[config.mk]
export PLATFORM = sky130hd
export DESIGN_NAME = column_label_occupancy_counter_top
export DESIGN_NICKNAME = d
export VERILOG_FILES = /design/src/rtl/clo_pkg.sv /design/src/rtl/clo_ram.sv /design/src/rtl/clo_datapath.sv /design/src/rtl/clo_ctrl.sv /design/src/rtl/column_label_occupancy_counter_top.sv
export VERILOG_INCLUDE_DIRS = /design/src /design/src/rtl
export SDC_FILE = /design/constraint.sdc
export NUM_CORES = 1
export LEC_CHECK = 0
export ABC_AREA = 1
export BUFFER_PORTS_ARGS = -buffer_cell sky130_fd_sc_hd__buf_2
export CORE_ASPECT_RATIO = 1.5
export CORE_UTILIZATION = 30
export CTS_CLUSTER_DIAMETER = 80
export DETAILED_ROUTE_END_ITERATION = 12
export SYNTH_ARGS = -nofsm -noshare
export SYNTH_HDL_FRONTEND = slang
export SYNTH_SLANG_ARGS = --single-unit
[constraint.sdc]
create_clock -name clk -period 13.9 [get_ports clk]
set_clock_uncertainty 0.15 [all_clocks]
set_input_delay 2.085 -clock clk [delete_from_list [all_inputs] [get_ports clk]]
set_output_delay 2.085 -clock clk [all_outputs]
set_load 0.02 [all_outputs]
[src/rtl/column_label_occupancy_counter_top_defines.svh]
// Assertion macros for the column label occupancy counter.
// Used by the top level only; expects clk and arst_n in scope.
`ifndef COLUMN_LABEL_OCCUPANCY_COUNTER_TOP_DEFINES_SVH
`define COLUMN_LABEL_OCCUPANCY_COUNTER_TOP_DEFINES_SVH

// condition holds at every clock edge out of reset
`define CLO_ASSERT(name, cond, msg) \
	name: assert property (@(posedge clk) disable iff (!arst_n) (cond)) else $error(msg);

// pre at one edge implies post at the next
`define CLO_ASSERT_NEXT(name, pre, post, msg) \
	name: assert property (@(posedge clk) disable iff (!arst_n) (pre) |=> (post)) \
		else $error(msg);

`endif

[src/rtl/clo_pkg.sv]
// Shared types and constants for the column label occupancy counter.
// No dependencies.
package clo_pkg;

	localparam int MAX_ROWS    = 256;
	localparam int MAX_COLUMNS = 256;

	localparam int ROW_AW = $clog2(MAX_ROWS);
	localparam int CNT_W  = ROW_AW + 1;
	localparam int COL_AW = $clog2(MAX_COLUMNS);
	localparam int COL_W  = COL_AW + 1;
	localparam int POS_W  = 2 * ROW_AW;
	localparam int DIV_CW = $clog2(POS_W) + 1;

	localparam int CFG_W     = 9;
	localparam int CFG_AW    = 2;
	localparam int LABEL_W   = 8;
	localparam int COUNT_W   = 9;
	localparam int INDEX_W   = 8;
	localparam int OUT_DATA_W = 24;

	localparam logic [CFG_AW-1:0] REG_NUM_COLUMNS = 2'd0;
	localparam logic [CFG_AW-1:0] REG_NUM_ROWS    = 2'd1;
	localparam logic [CFG_AW-1:0] REG_MATCH_MASK  = 2'd2;

	localparam logic [CFG_W-1:0]   RST_NUM_COLUMNS = 9'd160;
	localparam logic [CFG_W-1:0]   RST_NUM_ROWS    = 9'd120;
	localparam logic [LABEL_W-1:0] RST_MATCH_MASK  = 8'd25;

	typedef struct packed {
		logic take;
		logic div_start;
		logic div_step;
		logic mag;
		logic chk;
		logic rc_step;
		logic load_out;
	} clo_cmd_t;

	typedef struct packed {
		logic col_end;
		logic cnt_zero;
		logic div_last;
		logic recal_need;
		logic rc_done;
		logic out_free;
	} clo_status_t;

	function automatic logic [CNT_W-1:0] clamp_rows(input logic [CFG_W-1:0] v);
		logic [CNT_W-1:0] r;
		if (v == '0)
			r = CNT_W'(1);
		else if (32'(v) > MAX_ROWS)
			r = CNT_W'(MAX_ROWS);
		else
			r = CNT_W'(v);
		return r;
	endfunction

	function automatic logic [COL_W-1:0] clamp_cols(input logic [CFG_W-1:0] v);
		logic [COL_W-1:0] r;
		if (v == '0)
			r = COL_W'(1);
		else if (32'(v) > MAX_COLUMNS)
			r = COL_W'(MAX_COLUMNS);
		else
			r = COL_W'(v);
		return r;
	endfunction

endpackage

[src/rtl/clo_ram.sv]
// Generic single-write, single-read RAM with registered read data.
// No dependencies.
module clo_ram #(
	parameter int WIDTH = 1,
	parameter int DEPTH = 256
) (
	input  logic                     clk,
	input  logic                     wr_en,
	input  logic [$clog2(DEPTH)-1:0] wr_addr,
	input  logic [WIDTH-1:0]         wr_data,
	input  logic                     rd_en,
	input  logic [$clog2(DEPTH)-1:0] rd_addr,
	output logic [WIDTH-1:0]         rd_data
);

	logic [WIDTH-1:0] mem [DEPTH];

	always_ff @(posedge clk) begin
		if (wr_en)
			mem[wr_addr] <= wr_data;
		if (rd_en)
			rd_data <= mem[rd_addr];
	end

endmodule

[src/rtl/clo_datapath.sv]
// Datapath: config registers, column accumulators, match bitmap RAM,
// restoring divider, recount and output register. Uses clo_pkg, clo_ram.
module clo_datapath
	import clo_pkg::*;
(
	input  logic                  clk,
	input  logic                  arst_n,
	input  logic                  cfg_we,
	input  logic [CFG_AW-1:0]     cfg_addr,
	input  logic [CFG_W-1:0]      cfg_wdata,
	input  logic                  s_tvalid,
	input  logic [LABEL_W-1:0]    s_tdata,
	output logic                  m_tvalid,
	input  logic                  m_tready,
	output logic [OUT_DATA_W-1:0] m_tdata,
	output logic                  m_tlast,
	input  clo_cmd_t              cmd,
	output clo_status_t           st
);

	logic [CFG_W-1:0]   num_columns_q;
	logic [CFG_W-1:0]   num_rows_q;
	logic [LABEL_W-1:0] match_mask_q;

	logic [ROW_AW-1:0] row_q;
	logic [CNT_W-1:0]  hit_q;
	logic [POS_W-1:0]  pos_q;
	logic [COL_AW-1:0] col_q;
	logic [CNT_W-1:0]  rows_l_q;
	logic              last_l_q;

	logic [CNT_W-1:0]  rem_q;
	logic [POS_W-1:0]  dvd_q;
	logic [DIV_CW-1:0] div_cnt_q;

	logic [CNT_W:0]    mag_q;
	logic              recal_q;
	logic [CNT_W-1:0]  rc_j_q;
	logic              rc_pend_q;
	logic [CNT_W-1:0]  acc_q;

	logic              out_valid_q;
	logic [COUNT_W-1:0] out_count_q;
	logic [INDEX_W-1:0] out_index_q;
	logic              out_recal_q;
	logic              out_last_q;

	logic [CNT_W-1:0]  rows_c;
	logic [COL_W-1:0]  cols_c;
	logic              accept;
	logic              hit;
	logic              row_end;
	logic [CNT_W:0]    trial;
	logic              ge;
	logic [CNT_W+1:0]  diff;
	logic [CNT_W+4:0]  mag10;
	logic              rc_more;
	logic              rd_bit;

	assign rows_c  = clamp_rows(num_rows_q);
	assign cols_c  = clamp_cols(num_columns_q);
	assign accept  = cmd.take && s_tvalid;
	assign hit     = |(s_tdata & match_mask_q);
	assign row_end = (CNT_W'(row_q) + CNT_W'(1)) >= rows_c;

	assign trial = {rem_q, dvd_q[POS_W-1]};
	assign ge    = trial >= {1'b0, hit_q};

	// aveval - aveidx, quotient sits in the low bits of dvd_q after the divide
	assign diff = (CNT_W+2)'(rows_l_q) - (CNT_W+2)'(hit_q >> 1)
		- (CNT_W+2)'(dvd_q[CNT_W-1:0]);
	assign mag10 = (CNT_W+5)'({mag_q, 3'b000}) + (CNT_W+5)'({mag_q, 1'b0});

	assign rc_more = rc_j_q < rows_l_q;

	clo_ram #(
		.WIDTH(1),
		.DEPTH(MAX_ROWS)
	) u_bits (
		.clk    (clk),
		.wr_en  (accept),
		.wr_addr(row_q),
		.wr_data(hit),
		.rd_en  (cmd.rc_step && rc_more),
		.rd_addr(rc_j_q[ROW_AW-1:0]),
		.rd_data(rd_bit)
	);

	always_ff @(posedge clk or negedge arst_n) begin
		if (!arst_n) begin
			num_columns_q <= RST_NUM_COLUMNS;
			num_rows_q    <= RST_NUM_ROWS;
			match_mask_q  <= RST_MATCH_MASK;
		end else if (cfg_we) begin
			case (cfg_addr)
				REG_NUM_COLUMNS: num_columns_q <= cfg_wdata;
				REG_NUM_ROWS:    num_rows_q    <= cfg_wdata;
				REG_MATCH_MASK:  match_mask_q  <= cfg_wdata[LABEL_W-1:0];
				default: ;
			endcase
		end
	end

	always_ff @(posedge clk or negedge arst_n) begin
		if (!arst_n) begin
			row_q       <= '0;
			hit_q       <= '0;
			pos_q       <= '0;
			col_q       <= '0;
			div_cnt_q   <= '0;
			recal_q     <= 1'b0;
			rc_pend_q   <= 1'b0;
			out_valid_q <= 1'b0;
		end else begin
			if (accept) begin
				if (hit) begin
					hit_q <= hit_q + CNT_W'(1);
					pos_q <= pos_q + POS_W'(row_q) + POS_W'(1);
				end
				if (row_end)
					row_q <= '0;
				else
					row_q <= row_q + ROW_AW'(1);
			end
			if (cmd.div_start)
				div_cnt_q <= DIV_CW'(POS_W);
			else if (cmd.div_step)
				div_cnt_q <= div_cnt_q - DIV_CW'(1);
			if (cmd.chk)
				recal_q <= st.recal_need;
			if (cmd.rc_step)
				rc_pend_q <= rc_more;
			if (cmd.load_out) begin
				out_valid_q <= 1'b1;
				recal_q     <= 1'b0;
				hit_q       <= '0;
				pos_q       <= '0;
				col_q       <= last_l_q ? '0 : col_q + COL_AW'(1);
			end else if (m_tvalid && m_tready)
				out_valid_q <= 1'b0;
		end
	end

	always_ff @(posedge clk) begin
		if (accept && row_end) begin
			rows_l_q <= rows_c;
			last_l_q <= (COL_W'(col_q) + COL_W'(1)) >= cols_c;
		end
		if (cmd.div_start) begin
			rem_q <= '0;
			dvd_q <= pos_q;
		end else if (cmd.div_step) begin
			rem_q <= ge ? CNT_W'(trial - {1'b0, hit_q}) : trial[CNT_W-1:0];
			dvd_q <= {dvd_q[POS_W-2:0], ge};
		end
		if (cmd.mag) begin
			mag_q  <= diff[CNT_W+1] ? (CNT_W+1)'(-diff) : diff[CNT_W:0];
			rc_j_q <= dvd_q[CNT_W-1:0];
			acc_q  <= '0;
		end
		if (cmd.rc_step) begin
			if (rc_more)
				rc_j_q <= rc_j_q + CNT_W'(1);
			if (rc_pend_q)
				acc_q <= acc_q + CNT_W'(rd_bit);
		end
		if (cmd.load_out) begin
			out_count_q <= COUNT_W'(recal_q ? acc_q : hit_q);
			out_index_q <= INDEX_W'(col_q);
			out_recal_q <= recal_q;
			out_last_q  <= last_l_q;
		end
	end

	always_comb begin
		st.col_end    = accept && row_end;
		st.cnt_zero   = hit_q == '0;
		st.div_last   = div_cnt_q == DIV_CW'(1);
		st.recal_need = mag10 > (CNT_W+5)'(rows_l_q);
		st.rc_done    = !rc_more && !rc_pend_q;
		st.out_free   = !out_valid_q || m_tready;
	end

	assign m_tvalid = out_valid_q;
	assign m_tlast  = out_last_q;
	assign m_tdata  = OUT_DATA_W'({out_recal_q, out_index_q, out_count_q});

endmodule

[src/rtl/clo_ctrl.sv]
// Controller state machine: sequences pixel intake, divide, check,
// recount and result hand-off. Uses clo_pkg.
module clo_ctrl
	import clo_pkg::*;
(
	input  logic        clk,
	input  logic        arst_n,
	input  clo_status_t st,
	output clo_cmd_t    cmd
);

	typedef enum logic [2:0] {
		S_ACCEPT,
		S_START,
		S_DIV,
		S_MAG,
		S_CMP,
		S_RECOUNT,
		S_OUT
	} state_t;

	state_t state_q;

	always_ff @(posedge clk or negedge arst_n) begin
		if (!arst_n) begin
			state_q <= S_ACCEPT;
		end else begin
			case (state_q)
				S_ACCEPT:  if (st.col_end) state_q <= S_START;
				S_START:   state_q <= st.cnt_zero ? S_OUT : S_DIV;
				S_DIV:     if (st.div_last) state_q <= S_MAG;
				S_MAG:     state_q <= S_CMP;
				S_CMP:     state_q <= st.recal_need ? S_RECOUNT : S_OUT;
				S_RECOUNT: if (st.rc_done) state_q <= S_OUT;
				S_OUT:     if (st.out_free) state_q <= S_ACCEPT;
				default:   state_q <= S_ACCEPT;
			endcase
		end
	end

	always_comb begin
		cmd = '0;
		case (state_q)
			S_ACCEPT:  cmd.take      = 1'b1;
			S_START:   cmd.div_start = !st.cnt_zero;
			S_DIV:     cmd.div_step  = 1'b1;
			S_MAG:     cmd.mag       = 1'b1;
			S_CMP:     cmd.chk       = 1'b1;
			S_RECOUNT: cmd.rc_step   = 1'b1;
			S_OUT:     cmd.load_out  = st.out_free;
			default:   cmd = '0;
		endcase
	end

endmodule

[src/rtl/column_label_occupancy_counter_top.sv]
// Column label occupancy counter, top level.
// Uses clo_pkg, clo_ctrl, clo_datapath and the assertion macro header.
//
// Usage:
// Label pixels enter on the s_ stream, one column at a time, top to bottom
// (s_tdata[7:0] = label). One result per column leaves on the m_ stream.
// Configuration registers are written through cfg_we/cfg_addr/cfg_wdata
// while the block is idle: 0 num_columns, 1 num_rows, 2 match_mask.
// Throughput: one pixel per cycle inside a column. After the last pixel of a
// column intake pauses: an empty column skips straight to the output load,
// any other runs a 16-step restoring divide of the row sum by the count, the
// distance check and the output load, plus a recount when one is needed,
// one row of the bitmap RAM read per cycle. The result is loaded in the
// last cycle of the pause and is valid when intake resumes.
// The output register holds one result; intake resumes while it waits, and
// the next column end stalls only if that result has still not been taken.
// Reset clears counters and loads default register values; the bitmap RAM
// is not cleared, since each column rewrites every row it later reads.
`include "column_label_occupancy_counter_top_defines.svh"

module column_label_occupancy_counter_top
	import clo_pkg::*;
(
	input  logic                  clk,
	input  logic                  arst_n,
	input  logic                  cfg_we,
	input  logic [CFG_AW-1:0]     cfg_addr,
	input  logic [CFG_W-1:0]      cfg_wdata,
	input  logic                  s_tvalid,
	output logic                  s_tready,
	input  logic [LABEL_W-1:0]    s_tdata,    // [7:0] label
	output logic                  m_tvalid,
	input  logic                  m_tready,
	output logic [OUT_DATA_W-1:0] m_tdata,    // [8:0] column_count, [16:9] column_index,
	                                          // [17] recalibrated, zero above
	output logic                  m_tlast     // last_column
);

	clo_cmd_t    cmd;
	clo_status_t st;

	clo_ctrl u_ctrl (
		.clk   (clk),
		.arst_n(arst_n),
		.st    (st),
		.cmd   (cmd)
	);

	clo_datapath u_dp (
		.clk      (clk),
		.arst_n   (arst_n),
		.cfg_we   (cfg_we),
		.cfg_addr (cfg_addr),
		.cfg_wdata(cfg_wdata),
		.s_tvalid (s_tvalid),
		.s_tdata  (s_tdata),
		.m_tvalid (m_tvalid),
		.m_tready (m_tready),
		.m_tdata  (m_tdata),
		.m_tlast  (m_tlast),
		.cmd      (cmd),
		.st       (st)
	);

	assign s_tready = cmd.take;

	`CLO_ASSERT(a_no_overwrite, !(cmd.load_out && m_tvalid && !m_tready), "result overwritten")
	`CLO_ASSERT(a_one_cmd, $onehot0(cmd), "commands overlap")
	`CLO_ASSERT_NEXT(a_load_valid, cmd.load_out, m_tvalid, "loaded result not presented")
	`CLO_ASSERT_NEXT(a_end_stops_intake, st.col_end, !s_tready, "intake continued past column end")

endmodule

==> results of run 1 <==
-- kinds of logic after synthesis --
group,Yosys count,share of synthesized area
xor gates and xnor gates,51,0.0206
buffers and inverters,336,0.0634
and+or+nand+nor,1171,0.216
other,1,0.000173
adders and majority gates,94,0.0559
AOI/OAI and AO/OA,391,0.0971
DFF,417,0.547
-- worst max path at each step --
stage / startpoint / slack [ps] / depth (start not counted) / endpoint
finish: s_tdata[6] / 9540 / 7 / u_dp.u_bits.mem[154]$_DFFE_PP_
global route: s_tdata[6] / 9340 / 7 / u_dp.u_bits.mem[154]$_DFFE_PP_
CTS: s_tdata[6] / 9580 / 7 / u_dp.u_bits.mem[88]$_DFFE_PP_
detailed placement: s_tdata[6] / 8990 / 7 / u_dp.u_bits.mem[90]$_DFFE_PP_
global placement: s_tdata[6] / 8990 / 7 / u_dp.u_bits.mem[90]$_DFFE_PP_
floorplan: s_tdata[0] / 6510 / 9 / u_dp.hit_q[3]$_DFFE_PN0P_
-- metal layers --
layer | global-route usage | vias up | wire [um]
met5 | 0 | - | 0
met3 | 0.0154 | 133 | 1810
met4 | 0.0813 | 0 | 2830
met1 | 0.162 | 7914 | 21200
li1 | - | 8138 | -
met2 | 0.294 | 336 | 30800
-- sequential cells by signal, summed over array words and instances, names as in the netlist, 3 cells and up --
name,flops
u_dp.mag_q,10
u_dp.out_index_q,8
u_dp.u_bits.mem,256
u_dp.num_columns_q,9
u_dp.row_q,8
u_dp.match_mask_q,8
u_dp.dvd_q,16
u_dp.div_cnt_q,5
u_dp.acc_q,9
u_dp.pos_q,16
u_dp.hit_q,9
u_dp.num_rows_q,9
u_dp.rows_l_q,9
u_ctrl.state_q,3
u_dp.rem_q,9
u_dp.out_count_q,9
u_dp.col_q,8
u_dp.rc_j_q,9
-- through the flow --
stage               utilization  instance area, um2  setup slack [ps]  total power, mW  hold slack, ps
global placement          0.317               22700              8990             4.21             305
floorplan                     -               21700              6510             3.58             273
finish                    0.337               24100              9540             5.36             319
global route              0.337               24100              9340             5.78             344
CTS                       0.337               24100              9580             5.40             321
detailed placement        0.317               22700              8990             4.24             309
-- power by group through the flow --
stage / Combinational [mW] / Clock [mW] / Sequential [mW]
2_1_floorplan: 1.84 / 0 / 1.74
5_1_grt: 2.79 / 1.21 / 1.78
4_1_cts: 2.46 / 1.17 / 1.77
3_5_place_dp: 2.45 / 0 / 1.79
6_report: 2.44 / 1.15 / 1.77
3_3_place_gp: 2.42 / 0 / 1.79
-- layout by cell type, fill, tap and decap left out, types with 9 or more instances in the layout --
master and count:
ha_1 89, nand4_1 14, nor2_1 561, clkbuf_16 41
nand2_1 432, buf_4 12, o211ai_1 29, edfxtp_1 312
dfstp_2 9, o22ai_1 19, inv_1 215, nand3_1 112
buf_2 43, a21oi_1 79, nor3_1 25, dfrtp_1 69
o21ai_0 238, xnor2_1 15, xor2_1 36, dfxtp_1 25
-- worst register-to-register path, stage by stage (launching register included) --
cell	delay [ps]
dfrtp_1	410
inv_1	290
ha_1	360
a21oi_1	230
o21ai_0	140
a21oi_1	210
inv_1	60
a21oi_1	110
o21ai_0	110
xor2_1	150
inv_1	60
ha_1	320
inv_1	120
o21ai_0	80
a31oi_1	210
nand2_1	80
nand2_1	80
nand2_1	90
nand2_1	250
nand2_1	110
xnor2_1	180
inv_1	50
-- final cells by class --
class / instances / area (um2)
Fill cell: 7389 / 47400
Sequential cell: 417 / 11900
Multi-Input combinational cell: 1713 / 8510
Tap cell: 915 / 1140
Clock buffer: 53 / 1110
Inverter: 226 / 851
Timing Repair Buffer: 55 / 305
Clock inverter: 21 / 264
==> flow_metrics.tcl, run 1 <==
set metrics [dict create \
    status "finished, final reports clean" \
    routed_wl_mm 56.7 \
    wl_per_cell_um 16.7 \
    numPortBuffers 44 \
    antenna_cells 0 \
    synthTopCellsByArea "edfxtp_1 43%, nor2_1 9.7%, dfrtp_1 8.0%, nand2_1 7.5%, o21ai_0 5.5%" \
    avgViaCountPerCell 4.86 \
    yosys.area.top_type "edfxtp_1" \
    crit_slowest_cell "buf_4" \
    r2r_slack_ps 9800 \
    vias 16521 \
    h-tree-depth 2 \
    min_path_cells 1 \
    net-switching-power_mw 2.32 \
    max_freq_mhz 229 \
    synth-edff-count 312 \
    io_pins 51 \
    min_period_ps 4360 \
    first_iter_violations 1133 \
    grt_pass1_vias 16184 \
    antenna_found_initial 0 \
    async_flop_share 0.187 \
    layout-drive-gt1-share 0.0624 \
    ys_ff_latch 417 \
    hold-path-endpoint "u_dp.div_cnt_q[3]$_DFFE_PN0P_" \
    pwr_density_cell_mw_per_mm2 223 \
    r2r_end "u_dp.mag_q[7]$_DFFE_PP_" \
    synth_area_per_cell_um2 8.82 \
    tritoncts "yes" \
    grt_overflow 0 \
    seqPwrFrac 0.330 \
    ctsHoldBuffers 0 \
    cts_made_buffers 41 \
    period_share 0.314 \
    comb_power_share 0.456 \
    coreArea_mm2 0.0715 \
    ys_seq_area_frac 0.547 \
    drc 0 \
    crit_path_cell_trace "buf_2, nand2_1, nand2_1, a21oi_1, nand3_4, buf_4, buf_4" \
    areaGrowthSynthToFinish_pct 10.8 \
    synth_top_area_frac 0.431 \
    hp-start "u_dp.div_cnt_q[3]$_DFFE_PN0P_" \
    cp.required_ps 13950 \
    power.share.clock 0.215 \
    drv_cap 0 \
    yosysWarningCount 0 \
    worstMarginPinSlew_ps 1120 \
    rows 120 \
    p_int_mw 3.03 \
    crit_family "buffers and inverters" \
    hp-class "flop to flop" \
    clockRootBuffer "clkbuf_16" \
    first_pass_iters 7 \
    clk_pin_slew_ps 60 \
    r2r_start "u_dp.hit_q[3]$_DFFE_PN0P_" \
    endpoint_kind "flop" \
    crit_buf_inv 3 \
    yosysMostFrequentCell "nor2_1" \
    slew_headroom 0.251 \
    post-place-cells 3326 \
    syn_inst 2461 \
    die_w_um 222 \
    postRouteAntennaNets 0 \
    cp.arrival_ps 4410 \
    clk_latency_ps 590 \
    synthFlopType "edfxtp_1" \
    grt_max_degree 131 \
    swShare 0.434 \
    synth.cell_area_mm2 0.0217 \
    drv_slew 0 \
    max_stage_delay_ps 970 \
    finalNetCount 2572 \
    hpwlAfterDp_mm 38.4 \
    cts_sinks 417 \
    worstSetupStartpointType "input port" \
    r2r_cells 21 \
    die_h_um 332 \
    crit_path_max_fanout 130 \
    grt_use_total 0.153 \
    postCtsSetupRepairBufs 0 \
    ys_top_cells_by_count "562 x nor2_1, 432 x nand2_1, 312 x edfxtp_1, 238 x o21ai_0, 216 x inv_1" \
    finalSetupViolCount 0 \
    place.gp.congestion 0.844 \
    ir_worst_vdd_mv 0.130 \
    rsz0062_at_grt "false" \
    fin_tns_setup_ps 0 \
    critical_path_class "input port to flop" \
    cts_resized 0 \
    grt_pass1_wl_mm 88.4 \
    finalHoldViolCount 0 \
    total_leakage_power_nw 9.37 \
    clockBufferDepth 3 \
    die_area_mm2 0.0735 \
    synth_cell_types 46 \
    initial_core_util 0.304 \
    stdcell_count 3400 \
]
(Power assumes the default switching activity.)
==> inputs of run 2 (changes only) <==
==> constraint.sdc (replaced) <==
create_clock -name clk -period 3.8 [get_ports clk]
set_clock_uncertainty 0.15 [all_clocks]
set_input_delay 0.57 -clock clk [delete_from_list [all_inputs] [get_ports clk]]
set_output_delay 0.57 -clock clk [all_outputs]
set_load 0.02 [all_outputs]
==> flow_metrics.tcl, run 2 (same netlist as run 1, synthesis figures left out) <==
set metrics [dict create \
    rows 120 \
    crit_path_cell_trace "inv_1, ha_2, nand2_1, o21ai_0, a21oi_1, inv_1, a21oi_1, o21ai_0, xor2_1, inv_1, ha_1, inv_1, o21ai_0, a31oi_1, nand2_1, nand2_1, nand2_1, nand2_2, buf_4, nand2_1, nand2_1, nand2_1" \
    drv_cap 0 \
    cts_sinks 417 \
    critical_path_class "flop to flop" \
    cp.required_ps 3970 \
    grt_pass1_wl_mm 89.5 \
    status "finished, final reports clean" \
    grt_pass1_vias 16360 \
    finalSetupViolCount 0 \
    grt_overflow 0 \
    p_int_mw 11.3 \
    grt_max_degree 102 \
    slew_headroom 0.362 \
    hp-class "input port to asynchronous set/reset pin" \
    avgViaCountPerCell 4.86 \
    crit_slowest_cell "dfrtp_1" \
    crit_path_max_fanout 7 \
    rsz0062_at_grt "true" \
    routed_wl_mm 57.0 \
    die_h_um 332 \
    placed_area_mm2 0.0230 \
    ctsHoldBuffers 0 \
    io_pins 51 \
    clk_pin_slew_ps 70 \
    top_regs "u_dp.u_bits.mem: 256 flops, u_dp.dvd_q: 16 flops, u_dp.pos_q: 16 flops" \
    r2r_slack_ps 320 \
    total_leakage_power_nw 9.53 \
    max_stage_delay_ps 400 \
    clk_latency_ps 570 \
    largest_register "u_dp.u_bits.mem" \
    worstSetupStartpointType "flop" \
    place.gp.congestion 0.874 \
    largest_reg_flops 256 \
    antenna_found_initial 1 \
    swShare 0.428 \
    finalHoldViolCount 0 \
    clockBufferDepth 3 \
    finalWorstSetupSlack_ps 317 \
    antenna_cells 0 \
    finalNetCount 2606 \
    layout-drive-gt1-share 0.0754 \
    power.share.clock 0.207 \
    die_w_um 222 \
    areaGrowthSynthToFinish_pct 12.1 \
    net-switching-power_mw 8.43 \
    postRouteAntennaNets 0 \
    globalRouteMet2Util 0.292 \
    vias 16679 \
    seqPwrFrac 0.331 \
    grt_use_met3 0.0169 \
    endpoint_kind "flop" \
    pwr_density_cell_mw_per_mm2 809 \
    comb_power_share 0.461 \
    grt_use_total 0.154 \
    use_met1 0.167 \
    h-tree-depth 2 \
    final_cell_mix "561 x nor2_1, 431 x nand2_1, 312 x edfxtp_1" \
    worstMarginPinSlew_ps 957 \
    fin_util 0.341 \
    design_area_mm2 0.0243 \
    layout_commonest_cell "nor2_1" \
    tritoncts "yes" \
    drc 0 \
    cp.arrival_ps 3650 \
    preCtsSetupSlack_ps 133 \
    wl_per_cell_um 16.6 \
    drv_slew 0 \
    cts_made_buffers 41 \
    min_period_ps 3480 \
    ir_worst_vdd_mv 0.381 \
    first_iter_violations 1282 \
    first_pass_iters 5 \
    grt_busiest_layer "met2" \
    initial_core_util 0.304 \
    hpwlAfterDp_mm 39.0 \
    clockRootBuffer "clkbuf_16" \
    coreArea_mm2 0.0715 \
    numPortBuffers 44 \
    cpMostUsedCell "nand2_1" \
    period_share 0.917 \
    max_freq_mhz 287 \
    die_area_mm2 0.0735 \
]
-- run 2: changes by cell type in the layout (fill, tap and decap cells not counted), moves of 2 or more --
cell,change
clkbuf_1,+5
buf_12,+3
clkinvlp_4,-2
bufinv_16,-2
ha_1,-2
clkbuf_8,-2
buf_4,+31
clkbuf_16,+2
-- run 2: worst max-delay path, delay by kind of cell (launching register included) --
| kind | cells | cell delay, ps |
|---|---|---|
| AO/OA/AOI/OAI | 6 | 840 |
| adder cells (fa/ha/maj) | 2 | 690 |
| AND/OR/NAND/NOR | 8 | 560 |
| buffers and inverters | 5 | 420 |
| flip-flops | 1 | 400 |
| XOR/XNOR | 1 | 160 |
-- run 2: power groups by stage --
stage	combinational [mW]	sequential, mW	clock (mW)
final	9.08	6.52	4.08
after global routing	10.4	6.59	4.33
after CTS	9.12	6.52	4.18
after detailed placement	9.07	6.61	0
after global placement	8.99	6.60	0
after floorplan	6.72	6.31	0
-- run 2: repair_timing --
action | 4_1_cts | 5_1_grt
resized for setup | 0 | 7
endpoints found under the setup margin | 0 | 6
buffers inserted | 0 | 1
-- run 2: layout make-up --
| cell class | count | area [um2] |
|---|---|---|
| fillers | 7455 | 47100 |
| flip-flops and latches | 417 | 11900 |
| multi-input cells | 1713 | 8540 |
| clock buffers | 58 | 1150 |
| well taps | 915 | 1140 |
| inverters | 226 | 851 |
| repair buffers | 89 | 598 |
| clock inverters | 16 | 178 |
-- run 2: per-stage QoR --
stage,hold WS (ps),std cells,power [mW],setup TNS [ps]
5_1_grt,67.3,3434,21.3,-20.1
2_1_floorplan,124,2466,13.0,0
4_1_cts,32.6,3433,19.8,0
3_3_place_gp,301,3359,15.6,0
3_5_place_dp,298,3359,15.7,0
6_report,1.18,3434,19.7,0
-- run 2: layer usage --
| metal | share of wire | wire length, um |
|---|---|---|
| met1 | 0.38 | 21500 |
| met5 | 0.00023 | 13 |
| met3 | 0.040 | 2290 |
| met4 | 0.050 | 2870 |
| met2 | 0.53 | 30400 |
-- run 2: final timing paths --
| path | startpoint | endpoint | cells after the start |
|---|---|---|---|
| setup reg to reg | u_dp.hit_q[4]$_DFFE_PN0P_ | u_dp.mag_q[8]$_DFFE_PP_ | 22 |
| hold reg to reg | u_dp.rem_q[8]$_SDFFE_PP0P_ | u_dp.rem_q[8]$_SDFFE_PP0P_ | 2 |
| min in group clk | cfg_wdata[8] | u_dp.num_columns_q[8]$_DFFE_PN0P_ | 3 |
| max in group asynchronous | arst_n | u_dp.num_rows_q[6]$_DFFE_PN1P_ | 2 |
| hold / removal | arst_n | u_dp.col_q[4]$_DFFE_PN0P_ | 1 |
| setup / recovery | u_dp.hit_q[4]$_DFFE_PN0P_ | u_dp.mag_q[8]$_DFFE_PP_ | 22 |
==> inputs of run 3 (changes only) <==
--- a/config.mk
+++ b/config.mk
@@ -8,7 +8,7 @@
 export LEC_CHECK = 0
 export ABC_AREA = 1
 export BUFFER_PORTS_ARGS = -buffer_cell sky130_fd_sc_hd__buf_2
-export CORE_ASPECT_RATIO = 1.5
+export CORE_ASPECT_RATIO = 1.4
 export CORE_UTILIZATION = 30
 export CTS_CLUSTER_DIAMETER = 80
 export DETAILED_ROUTE_END_ITERATION = 12
==> flow_metrics.tcl, run 3 (same netlist as run 1, synthesis figures left out) <==
set metrics [dict create \
    status "finished, final reports clean" \
    swShare 0.427 \
    p_int_mw 11.4 \
    layout_commonest_cell "nor2_1" \
    numPortBuffers 44 \
    rsz0062_at_grt "true" \
    routed_wl_mm 55.6 \
    critical_path_class "flop to flop" \
    cts_sinks 417 \
    drv_slew 0 \
    cp.required_ps 3980 \
    cpMostUsedCell "nand2_1" \
    clk_latency_ps 580 \
    slew_headroom 0.325 \
    largest_reg_flops 256 \
    seqPwrFrac 0.324 \
    first_pass_iters 5 \
    comb_power_share 0.459 \
    net-switching-power_mw 8.47 \
    finalNetCount 2600 \
    cp.arrival_ps 3680 \
    crit_buf_inv 2 \
    areaGrowthSynthToFinish_pct 12.4 \
    total_leakage_power_nw 9.54 \
    initial_core_util 0.304 \
    r2r_start "u_dp.hit_q[1]$_DFFE_PN0P_" \
    rows 116 \
    worstSetupStartpointType "flop" \
    crit_slowest_cell "dfrtp_1" \
    min_period_ps 3500 \
    antenna_found_initial 0 \
    top_regs "u_dp.u_bits.mem: 256 flops, u_dp.dvd_q: 16 flops, u_dp.pos_q: 16 flops" \
    finalPower_mw 19.8 \
    place.gp.congestion 0.842 \
    drc 0 \
    vias 16484 \
    drv_cap 0 \
    finalSetupViolCount 0 \
    fin_util 0.341 \
    layout-drive-gt1-share 0.0748 \
    crit_path_max_fanout 4 \
    max_freq_mhz 286 \
    endpoint_kind "flop" \
    clockRootBuffer "clkbuf_16" \
    coreArea_mm2 0.0716 \
    hp-class "input port to flop" \
    crit_path_cell_trace "ha_1, fa_1, o21ai_1, nand2_1, nand2_1, nand2_1, nand2_1, nand2_1, nand2_1, a21oi_1, xor2_1, ha_1, inv_1, nor3_1, nand3_1, nand3_1, xnor2_1, inv_1, nand2_1, nand2_1" \
    pwr_density_cell_mw_per_mm2 813 \
    period_share 0.921 \
    crit_family "adder cells" \
    crit_start "u_dp.hit_q[1]$_DFFE_PN0P_" \
    postRouteAntennaNets 0 \
    r2r_slack_ps 300 \
    final_cell_mix "561 x nor2_1, 431 x nand2_1, 312 x edfxtp_1" \
    die_w_um 229 \
    first_iter_violations 1130 \
    grt_use_total 0.151 \
    worstMarginPinSlew_ps 1010 \
    h-tree-depth 2 \
    avgViaCountPerCell 4.77 \
    tritoncts "yes" \
    wl_per_cell_um 16.1 \
    grt_pass1_vias 15932 \
    die_area_mm2 0.0735 \
    grt_overflow 0 \
    placed_area_mm2 0.0229 \
    design_area_mm2 0.0244 \
    hpwlAfterDp_mm 37.0 \
    hp-start "cfg_wdata[8]" \
    grt_pass1_wl_mm 87.2 \
    power.share.clock 0.217 \
    max_stage_delay_ps 440 \
    die_h_um 320 \
    ir_worst_vdd_mv 0.393 \
    n_fill_cell 7352 \
    grt_max_degree 257 \
    largest_register "u_dp.u_bits.mem" \
    clk_pin_slew_ps 60 \
    clockBufferDepth 3 \
    finalHoldViolCount 0 \
    cts_made_buffers 43 \
    io_pins 51 \
]
==> run 3: changes by cell type in the layout (fill, tap and decap cells not counted), moves of 2 or more <==
cell	change
buf_4	-8
bufinv_16	+2
clkbuf_1	-3
ha_4	+2
inv_6	+4
o21ai_0	-2
o21ai_1	+3
==> run 3: per-layer routing <==
metal | share of wire | up-vias | wire (um) | track usage
li1 | - | 8195 | - | -
met1 | 0.39 | 7850 | 21900 | 0.169
met2 | 0.52 | 331 | 29100 | 0.282
met3 | 0.040 | 108 | 2210 | 0.0181
met4 | 0.043 | 0 | 2410 | 0.0673
met5 | 0 | - | 0 | 0
==> run 3: worst paths after layout <==
path                                                   to  depth (start not counted)
max                               u_dp.mag_q[9]$_DFFE_PP_                         20
min                        u_dp.num_rows_q[8]$_DFFE_PN0P_                          3
max reg2reg                       u_dp.mag_q[9]$_DFFE_PP_                         20
min reg2reg                 u_dp.div_cnt_q[3]$_DFFE_PN0P_                          1
max in group asynchronous  u_dp.num_rows_q[6]$_DFFE_PN1P_                          3
min in group asynchronous       u_dp.col_q[1]$_DFFE_PN0P_                          2
==> run 3: per-stage QoR <==
step | hold slack, ps | std cells | worst slack, ps | TNS [ps]
2_1_floorplan | 124 | 2466 | 447 | 0
3_3_place_gp | 302 | 3380 | 211 | 0
3_5_place_dp | 316 | 3380 | 168 | 0
4_1_cts | 102 | 3457 | 150 | 0
5_1_grt | 148 | 3457 | -25.3 | -60.2
6_report | 123 | 3458 | 301 | 0
==> run 3: timing repair <==
action	4_1_cts	5_1_grt
hold endpoints to repair	32	0
setup endpoints to repair	0	9
setup buffers	0	0
gates resized for setup	0	11
hold buffers	1	0
==> run 3: worst reg2reg max path, delay by kind of cell (launching register included) <==
family	cells	cell delay, ps
adders and majority gates	3	1000
and+or+nand+nor	11	940
DFF	1	440
AOI/OAI and AO/OA	2	300
xor gates and xnor gates	2	280
buffers and inverters	2	140
==> run 3: cell type report <==
cell class	instances	area, um2	share of cell area
diodes	1	2.50	0.000103
clock buffers	55	1150	0.0472
clock inverters	21	249	0.0102
inverters	226	851	0.0349
multi-input cells	1713	8560	0.351
flip-flops and latches	417	11900	0.487
well taps	944	1180	0.0484
repair buffers	81	528	0.0216
==> run 3: power by group through the flow <==
stage          Sequential, mW  Combinational [mW]  Clock [mW]
2_1_floorplan            6.31                6.72           0
4_1_cts                  6.42                9.12        4.39
3_3_place_gp             6.51                8.98           0
6_report                 6.42                9.10        4.31
3_5_place_dp             6.52                9.06           0
5_1_grt                  6.50                10.4        4.55
